==> src/hw/rtl/rmc_pkg.sv <==
// rmc_pkg: shared constants, codes and the neighbour check of the maze carver
// no dependencies; used by rmc_mod_unit, random_maze_carver and rmc_checker
package rmc_pkg;

  localparam int MaxSide = 32;
  localparam int SideW   = 5;
  localparam int CellW   = 10;
  localparam int Cells   = MaxSide * MaxSide;
  localparam int CntW    = 11;
  localparam int CfgW    = 6;
  localparam int CfgIdxW = 2;
  localparam int DrawW   = 16;

  localparam logic [1:0] WAY_EAST  = 2'd0;
  localparam logic [1:0] WAY_WEST  = 2'd1;
  localparam logic [1:0] WAY_SOUTH = 2'd2;
  localparam logic [1:0] WAY_NORTH = 2'd3;

  localparam logic [CfgIdxW-1:0] REG_GRID_COLS = 2'd0;
  localparam logic [CfgIdxW-1:0] REG_GRID_ROWS = 2'd1;

  // rows are visited masks with out-of-grid bits already set
  function automatic logic cell_open(logic [MaxSide-1:0] up, logic [MaxSide-1:0] mid,
                                     logic [MaxSide-1:0] dn, logic [SideW-1:0] b,
                                     logic [CfgW-1:0] cols);
    logic e;
    logic w;
    e = (({1'b0, b} + 6'd1) < cols) && !mid[b + 5'd1];
    w = (b != '0) && !mid[b - 5'd1];
    return e || w || !dn[b] || !up[b];
  endfunction

endpackage

==> src/hw/rtl/rmc_mod_unit.sv <==
// rmc_mod_unit: iterative restoring remainder, one quotient bit per cycle
// depends on rmc_pkg
module rmc_mod_unit (
  input  logic                     clk_i,
  input  logic                     rst_ni,
  input  logic                     start_i,
  input  logic [rmc_pkg::DrawW-1:0] num_i,
  input  logic [rmc_pkg::CntW-1:0]  den_i,
  output logic                     done_o,
  output logic [rmc_pkg::CntW-1:0]  rem_o
);

  logic [rmc_pkg::DrawW-1:0] num_q, num_d;
  logic [rmc_pkg::CntW-1:0]  den_q, den_d;
  logic [rmc_pkg::CntW:0]    rem_q, rem_d;
  logic [4:0]                cnt_q, cnt_d;
  logic                      busy_q, busy_d;
  logic                      done_q, done_d;

  always_comb begin
    logic [rmc_pkg::CntW:0] t;
    num_d  = num_q;
    den_d  = den_q;
    rem_d  = rem_q;
    cnt_d  = cnt_q;
    busy_d = busy_q;
    done_d = 1'b0;
    t      = {rem_q[rmc_pkg::CntW-1:0], num_q[rmc_pkg::DrawW-1]};
    if (start_i) begin
      num_d  = num_i;
      den_d  = den_i;
      rem_d  = '0;
      cnt_d  = 5'(rmc_pkg::DrawW);
      busy_d = 1'b1;
    end else if (busy_q) begin
      rem_d = (t >= {1'b0, den_q}) ? t - {1'b0, den_q} : t;
      num_d = {num_q[rmc_pkg::DrawW-2:0], 1'b0};
      cnt_d = cnt_q - 5'd1;
      if (cnt_q == 5'd1) begin
        busy_d = 1'b0;
        done_d = 1'b1;
      end
    end
  end

  always_ff @(posedge clk_i or negedge rst_ni) begin
    if (!rst_ni) begin
      cnt_q  <= '0;
      busy_q <= 1'b0;
      done_q <= 1'b0;
    end else begin
      cnt_q  <= cnt_d;
      busy_q <= busy_d;
      done_q <= done_d;
    end
  end

  always_ff @(posedge clk_i) begin
    num_q <= num_d;
    den_q <= den_d;
    rem_q <= rem_d;
  end

  assign done_o = done_q;
  assign rem_o  = rem_q[rmc_pkg::CntW-1:0];

endmodule

==> config.mk <==
export PLATFORM = sky130hd
export DESIGN_NAME = rmc_mod_unit
export DESIGN_NICKNAME = d
export VERILOG_FILES = /design/src/hw/rtl/rmc_pkg.sv /design/src/hw/rtl/rmc_mod_unit.sv
export SDC_FILE = /design/constraint.sdc
export NUM_CORES = 1
export LEC_CHECK = 0
export BUFFER_PORTS_ARGS = -buffer_cell sky130_fd_sc_hd__buf_4
export CAP_MARGIN = 15
export CELL_PAD_IN_SITES_DETAIL_PLACEMENT = 0
export CELL_PAD_IN_SITES_GLOBAL_PLACEMENT = 1
export CORE_MARGIN = 4
export CORE_UTILIZATION = 34
export DETAILED_ROUTE_END_ITERATION = 16
export PLACE_DENSITY_LB_ADDON = 0.08
export RECOVER_POWER = 25
export SYNTH_ARGS = -nofsm -noshare
export SYNTH_HDL_FRONTEND = slang
export SYNTH_SLANG_ARGS = --single-unit
==> constraint.sdc <==
create_clock -name clk_i -period 4 [get_ports clk_i]
set_clock_uncertainty 0.2 [all_clocks]
set_input_delay 0.2 -clock clk_i [delete_from_list [all_inputs] [get_ports clk_i]]
set_output_delay 0.2 -clock clk_i [all_outputs]
set_load 0.02 [all_outputs]
After elaboration in Yosys (flattened, before gate mapping)
Cells that the tools add are included.

Output and inout port bits: 12. Bits in registers: 45. Bits of input ports: 30. Logic and storage cells: 22.

Eq/ne operators: 1. Muxes and demuxes: 11. Add/subtract/negate cells: 2. Order comparisons: 1. Reductions and logical operators: 1.

Operator list (number): 16-bit 2-to-1 mux (2); 12-bit by 11-bit >= comparator with 1-bit output (1); 11-bit 2-to-1 mux (1); 11-bit subtractor (1); 5-bit 2-to-1 mux (2); 1-bit 2-to-1 mux (6); 5-bit by 1-bit == test with 1-bit output, second input constant (1); 5-bit by 1-bit subtractor with 5-bit output, second input constant (1); 2-bit nonzero test (1).

Logic depth before layout (Yosys ltp)
Gate-level depths: netlist of the first run.

Word-level depth: 4. Depth in mapped cells: 10. Gate-level depth less buffers: 9.

Worst setup path after synthesis of the first run
OpenSTA, ideal clock, no wires.

Kind: register to register. Start point: reg rem_q[0] (netlist bit). End point: reg rem_q[0] (netlist bit). Path slack: 1522 ps. Period minus slack after synthesis: 2478 ps. Required time: 3709 ps. Buffers on the path: 1. Data arrival time: 2187 ps. Cell stages (with the launch flop): 10. Setup time: 91 ps. Cells stage by stage: dfxtp_1 > inv_1 > fa_1 > nand2b_1 > a21oi_1 > o211a_1 > o2111ai_1 > buf_2 > a21o_1 > a311oi_1.

Cells in the longest elaborated chain, start to end: 2.

Ends and longest elaborated chain: start: declaration (RTL line rmc_mod_unit.sv:15) `logic [rmc_pkg::CntW:0] rem_q, rem_d;`; start signal: assignment (RTL line rmc_mod_unit.sv:61) `rem_q <= rem_d;`; 12-bit by 11-bit >= comparator with 1-bit output (RTL line rmc_mod_unit.sv:36) `rem_d = (t >= {1'b0, den_q}) ? t - {1'b0, den_q} : t;`; 11-bit 2-to-1 mux (RTL line rmc_mod_unit.sv:36).

No other way between the ends. A chain may end at the register's enable or synchronous reset.

Worst setup path after layout of the first run
Start point: reg num_q[15] (netlist bit). End point: reg rem_q[4] (netlist bit).

Cells in the longest elaborated chain, start to end: 2. Elaborated cells between the ends (all ways): 3. Classes of those cells: add/sub: 1; order compare: 1; mux: 1.

Ends and longest elaborated chain: start: declaration (RTL line rmc_mod_unit.sv:13) `logic [rmc_pkg::DrawW-1:0] num_q, num_d;`; start signal: assignment (RTL line rmc_mod_unit.sv:59) `num_q <= num_d;`; 11-bit subtractor / 12-bit by 11-bit >= comparator with 1-bit output (equally long branches) (RTL line rmc_mod_unit.sv:36); 11-bit 2-to-1 mux * (RTL line rmc_mod_unit.sv:36).

Every way passes the cells marked *; elsewhere a longest branch is shown, timed or not.

==> impl_metrics.tcl, run 1 <==
set metrics [dict create \
    worst-endpoint-required_ps 3990 \
    period_share_pct 75.6 \
    cp-end-kind "register" \
    drtAntennaViolNets 0 \
    tightest_slew_ps 2390 \
    ios 42 \
    violations "max-capacitance violations, max-slew violations" \
    numClockSinks 45 \
    setup-violations-final 0 \
    worstSetupEndpoint "rem_q[4]" \
    max-vdd-ir-drop_mv 0.262 \
    fin_tns_setup_ps 0 \
    p_per_area_nw_per_um2 590 \
    synthArstFlopShare_pct 15.6 \
    r2r-end "rem_q[4]" \
    synth-seq-cells 45 \
    min_period_ps 3020 \
    gp_congestion 0.732 \
    dp_hpwl_mm 3.65 \
    place_inst 348 \
    fin_hold_ws_ps 12.4 \
    path_class "reg -> reg" \
    postSynthCellCount 220 \
    die_w_um 92.5 \
    diodes 0 \
    syn_nets 264 \
    start_util_pct 35.4 \
    reg2reg_from "num_q[15]" \
    seqPwrFrac_pct 37.5 \
    final_max_slew_viol_count 50 \
    p_sw_share_pct 37.0 \
    power.share.clock_pct 18.8 \
    grt-ovfl-total 0 \
    syn_area_um2 2430 \
    startpoint "num_q[15]" \
    syn_avg_cell_area_um2 11.0 \
    min-delay-start "num_i[5]" \
    cp.arrival_ps 3010 \
    total_power_w 0.00185 \
    core-area_um2 6870 \
    final_util_pct 45.6 \
    syn2layout_area_growth_pct 28.9 \
    max_stage_delay_ps 450 \
    final-hold-violation-count 0 \
    cap_violations 1 \
    critPathLaunchType "register" \
    hp-class "in -> reg" \
    portBuffers 41 \
    cts.path.max_buffers 2 \
    drt_first_iter_violations 51 \
    rsz0062_at_grt "no" \
    finalNetCount 324 \
    cp_cell_sequence "inv_1 -> ha_1 -> fa_1 -> nand2b_1 -> a21oi_1 -> o211a_1 -> o2111ai_1 -> a211o_1 -> a311oi_1" \
    rr_worst_depth 9 \
    die_y_um 92.5 \
    synth_edf_count 27 \
    cts_tree "yes" \
    yosys.cell_types.count 47 \
    grt_pass1_vias 1894 \
    path_depth 9 \
    drt_pass1_iterations 4 \
    h-tree-depth 2 \
    grt_max_degree 50 \
    numCtsBuffers 5 \
    p_int_w 0.00116 \
    cp_top_family "compound AO/OA/AOI/OAI gates" \
    post-cts-setup-buffers 0 \
    fill_cells 664 \
    slowest_stage "o2111ai_1" \
    wl_mm 5.40 \
    clock_latency_ps 300 \
    r2r_slack_ps 980 \
    path_clk_slew_ps 90 \
    via_count 1867 \
    cp_num_buf_inv 1 \
    crit_fanout 11 \
    status "finished, violations left" \
    relSlewSlack_pct -59.0 \
    route.detailed.drc 0 \
    grt_pass1_wl_mm 9.07 \
    synthFlopType "edfxtp_1" \
    drive_above_1_share_pct 23.8 \
    fp-row-count 30 \
    die-area_um2 8560 \
    stdcell_count 377 \
    ys_seq_area_share_pct 49.6 \
    vias_per_cell 4.95 \
    drt-wirelength-per-cell_um 14.3 \
    max_freq_mhz 331 \
    antenna_found_initial 0 \
    p_switching_w 0.000685 \
    p_leak_nw 1.30 \
    combPwrFrac_pct 43.7 \
    cts_root_buffer "clkbuf_8" \
    grt_usage_pct 13.2 \
    yosysWarnings 0 \
]
-- cell usage in the layout, fill, tap and decap left out, types with 2 or more instances in the layout --
master,netlist,final
nand2_1,6,6
clkbuf_4,0,4
buf_4,0,36
dfxtp_1,11,11
nor3b_1,2,2
o21a_1,3,3
o21ai_0,12,12
o32ai_1,2,2
o2111ai_1,2,2
clkbuf_8,0,5
nor2b_1,5,5
inv_1,14,14
a31oi_1,2,2
clkbuf_1,5,2
dlygate4sd3_1,0,21
nor4b_1,2,2
a211oi_1,4,4
xor2_1,3,3
dfrtp_1,7,7
edfxtp_1,27,27
nand2b_1,8,8
a311oi_1,7,7
mux2_2,15,15
a21oi_1,7,7
ha_1,13,13
nor2_1,20,20
nand3_1,8,8
xnor2_1,7,7
a21o_1,3,3
a211o_1,2,2
-- cells in the mapped netlist (2+ instances only) --
library cell / n / area [um2]
a211o_1: 2 / 17.5
a211oi_1: 4 / 30.0
a21o_1: 3 / 22.5
a21oi_1: 7 / 35.0
a311oi_1: 7 / 61.3
a31oi_1: 2 / 12.5
buf_1: 3 / 11.3
clkbuf_1: 5 / 18.8
dfrtp_1: 7 / 175
dfxtp_1: 11 / 220
edfxtp_1: 27 / 811
ha_1: 13 / 163
inv_1: 14 / 52.6
mux2_2: 15 / 169
nand2_1: 6 / 22.5
nand2b_1: 8 / 50.1
nand3_1: 8 / 40.0
nor2_1: 20 / 75.1
nor2b_1: 5 / 31.3
nor3b_1: 2 / 15.0
nor4b_1: 2 / 17.5
o2111ai_1: 2 / 17.5
o21a_1: 3 / 22.5
o21ai_0: 12 / 60.1
o32ai_1: 2 / 17.5
xnor2_1: 7 / 61.3
xor2_1: 3 / 26.3
-- flip-flops by register name, indices dropped and copies added (netlist names) --
name    flops
busy_q      1
done_o      1
rem_q      11
cnt_q       5
den_q      11
num_q      16
-- cell families (layout without fill, tap and decap cells) --
| family | Yosys count | after routing | synth area share (%) |
|---|---|---|---|
| muxes | 15 | 15 | 6.95 |
| and+or+nand+nor | 60 | 60 | 13.0 |
| DFF | 45 | 45 | 49.6 |
| xor gates and xnor gates | 10 | 10 | 3.60 |
| adders and majority gates | 14 | 14 | 7.52 |
| AOI/OAI and AO/OA | 52 | 52 | 15.2 |
| buffers and inverters | 24 | 85 | 4.07 |
-- power groups by stage --
stage,logic (W),registers [W],clock network (W)
floorplan,0.000533,0.000727,0
global placement,0.000800,0.000707,0
detailed placement,0.000792,0.000705,0
CTS,0.000812,0.000696,0.000361
global route,0.000904,0.000715,0.000376
finish,0.000808,0.000693,0.000348
-- through the flow --
stage                     worst slack [ps]  cell area [um2]
after detailed placement              1020             2820
after global routing                   782             3130
after CTS                              995             3140
after floorplan                       1520             2430
after global placement                1060             2820
final                                  977             3130
-- worst min-delay path by stage --
stage	endpoint	slack, ps	depth (start not counted)
2_1_floorplan	busy_q	-300	0
3_5_place_dp	cnt_q[1]	-180	1
3_3_place_gp	cnt_q[1]	-180	1
6_report	num_q[5]	10	2
5_1_grt	num_q[8]	4	2
4_1_cts	num_q[5]	1	2
-- layer usage --
metal | part of all wire [%] | GRT usage (%) | vias to the layer above
li1 | - | - | 932
met1 | 51 | 18.5 | 892
met2 | 44 | 20.7 | 38
met3 | 4.6 | 3.17 | 5
met4 | 0.78 | 2.97 | 0
met5 | 0 | 0 | -
-- area by class of cell --
class                           count  area [um2]  area share [%]
Multi-Input combinational cell    151        1120            35.9
Clock buffer                        5        68.8            2.20
Timing Repair Buffer               63         518            16.5
Inverter                           14        52.6            1.68
Clock inverter                      3        41.3            1.32
Tap cell                           96         120            3.84
Sequential cell                    45        1210            38.5
-- timing repair --
item / 4_1_cts / 5_1_grt
endpoints found under the setup margin: 0 / 0
hold buffers: 21 / 0
endpoints found under the hold margin: 27 / 0
gates resized for setup: 0 / 0
(Power assumes the default switching activity.)
==> run 2: changes to the inputs <==
clock period = 3.04 ns   (was 4 ns; I/O delays follow)
==> impl_metrics.tcl, run 2 (same netlist as run 1, synthesis figures left out) <==
set metrics [dict create \
    status "finished clean" \
    post-cts-setup-buffers 0 \
    grt_pass1_vias 1915 \
    ios 42 \
    clock_latency_ps 300 \
    cp_top_family "compound AO/OA/AOI/OAI gates" \
    cts.path.max_buffers 2 \
    ctsResizeCount 0 \
    cp.arrival_ps 2760 \
    h-tree-depth 2 \
    setup-violations-final 0 \
    route.detailed.drc 0 \
    grt-ovfl-total 0 \
    gp_congestion 0.720 \
    via_count 1862 \
    grt_usage_pct 13.7 \
    rsz0062_at_grt "no" \
    cap_violations 0 \
    crit_fanout 7 \
    drtAntennaViolNets 0 \
    p_leak_nw 1.34 \
    total_power_w 0.00238 \
    cp_cell_sequence "inv_1 -> ha_1 -> fa_1 -> nand2b_1 -> a21oi_1 -> o211a_1 -> o2111ai_1 -> a211o_1 -> a311oi_1" \
    period_share_pct 90.0 \
    cts_root_buffer "clkbuf_8" \
    relSlewSlack_pct 50.7 \
    hp-class "in -> reg" \
    dpl-instance-area_um2 2830 \
    tightest_slew_ps 739 \
    antenna_found_initial 0 \
    portBuffers 41 \
    final_max_slew_viol_count 0 \
    min_period_ps 2740 \
    fp-row-count 30 \
    seq_area_um2 1210 \
    numClockSinks 45 \
    path_class "reg -> reg" \
    die_y_um 92.5 \
    top_regs "num_q (16), den_q (11), rem_q (11)" \
    regMostFlops "num_q" \
    max-vdd-ir-drop_mv 0.292 \
    fin_area_um2 3210 \
    numCtsBuffers 5 \
    place_ws_ps 321 \
    setup_slack_ps 303 \
    slowest_stage "fa_1" \
    diodes 0 \
    max_freq_mhz 365 \
    largest_reg_flops 16 \
    die_w_um 92.5 \
    drive_above_1_share_pct 24.7 \
    vias_per_cell 4.81 \
    cts_tree "yes" \
    dp_hpwl_mm 3.77 \
    p_per_area_nw_per_um2 739 \
    syn2layout_area_growth_pct 32.3 \
    start_util_pct 35.4 \
    drt_pass1_iterations 4 \
    grt_pass1_wl_mm 9.29 \
    drt-wirelength-per-cell_um 14.4 \
    worst-endpoint-required_ps 3060 \
    max_stage_delay_ps 410 \
    critPathLaunchType "register" \
    cp_num_buf_inv 1 \
    core-area_um2 6870 \
    final-hold-violation-count 0 \
    cp-end-kind "register" \
    final_cell_mix "33 x buf_4, 29 x dlygate4sd3_1, 27 x edfxtp_1" \
    die-area_um2 8560 \
    grt_max_degree 50 \
    layout.cells.most_common "buf_4" \
    finalNetCount 334 \
    fin_tns_setup_ps 0 \
    fill_cells 662 \
    multiInputGateArea_um2 1120 \
    drt_first_iter_violations 68 \
    path_clk_slew_ps 90 \
    wl_mm 5.57 \
]
==> run 2: path summary, 6_finish.rpt <==
path                            from  endpoint  slack (ps)  cells past startpoint
setup / recovery           num_q[15]  rem_q[4]         300                      9
hold / removal               start_i  cnt_q[0]         140                      2
setup reg to reg           num_q[15]  rem_q[4]         300                      9
hold reg to reg             cnt_q[4]  cnt_q[4]         330                      2
max in group asynchronous     rst_ni  cnt_q[2]        1790                      3
min in group asynchronous     rst_ni  cnt_q[1]         610                      3
==> run 2: what timing repair did <==
action / in CTS / in global routing
endpoints found under the setup margin: 0 / 0
hold endpoints to repair: 34 / 0
hold buffers: 29 / 0
==> run 2: layout make-up <==
type | count | area share, %
clock buffers | 5 | 2.14
flip-flops and latches | 45 | 37.5
multi-input cells | 151 | 35.0
repair buffers | 73 | 19.3
clock inverters | 3 | 0.662
well taps | 96 | 3.74
inverters | 14 | 1.63
==> run 2: report_power, final <==
part           internal [W]  total, W  switching (W)
Combinational      0.000510   0.00108       0.000567
Sequential         0.000789  0.000912       0.000123
Clock              0.000163  0.000387       0.000224
==> run 2: through the flow <==
step	hold slack [ps]	util (%)	std cells
floorplan	-344	-	220
global placement	-230	41.3	350
detailed placement	-228	41.3	350
CTS	150	46.8	387
global route	164	46.8	387
finish	145	46.8	387
==> run 2: per-layer routing <==
layer	up-vias	wire length (um)	global-route usage (%)
met4	0	65	4.08
met1	871	2640	18.0
met5	-	0	0
met2	32	2640	22.6
met3	8	217	3.17
li1	951	-	-
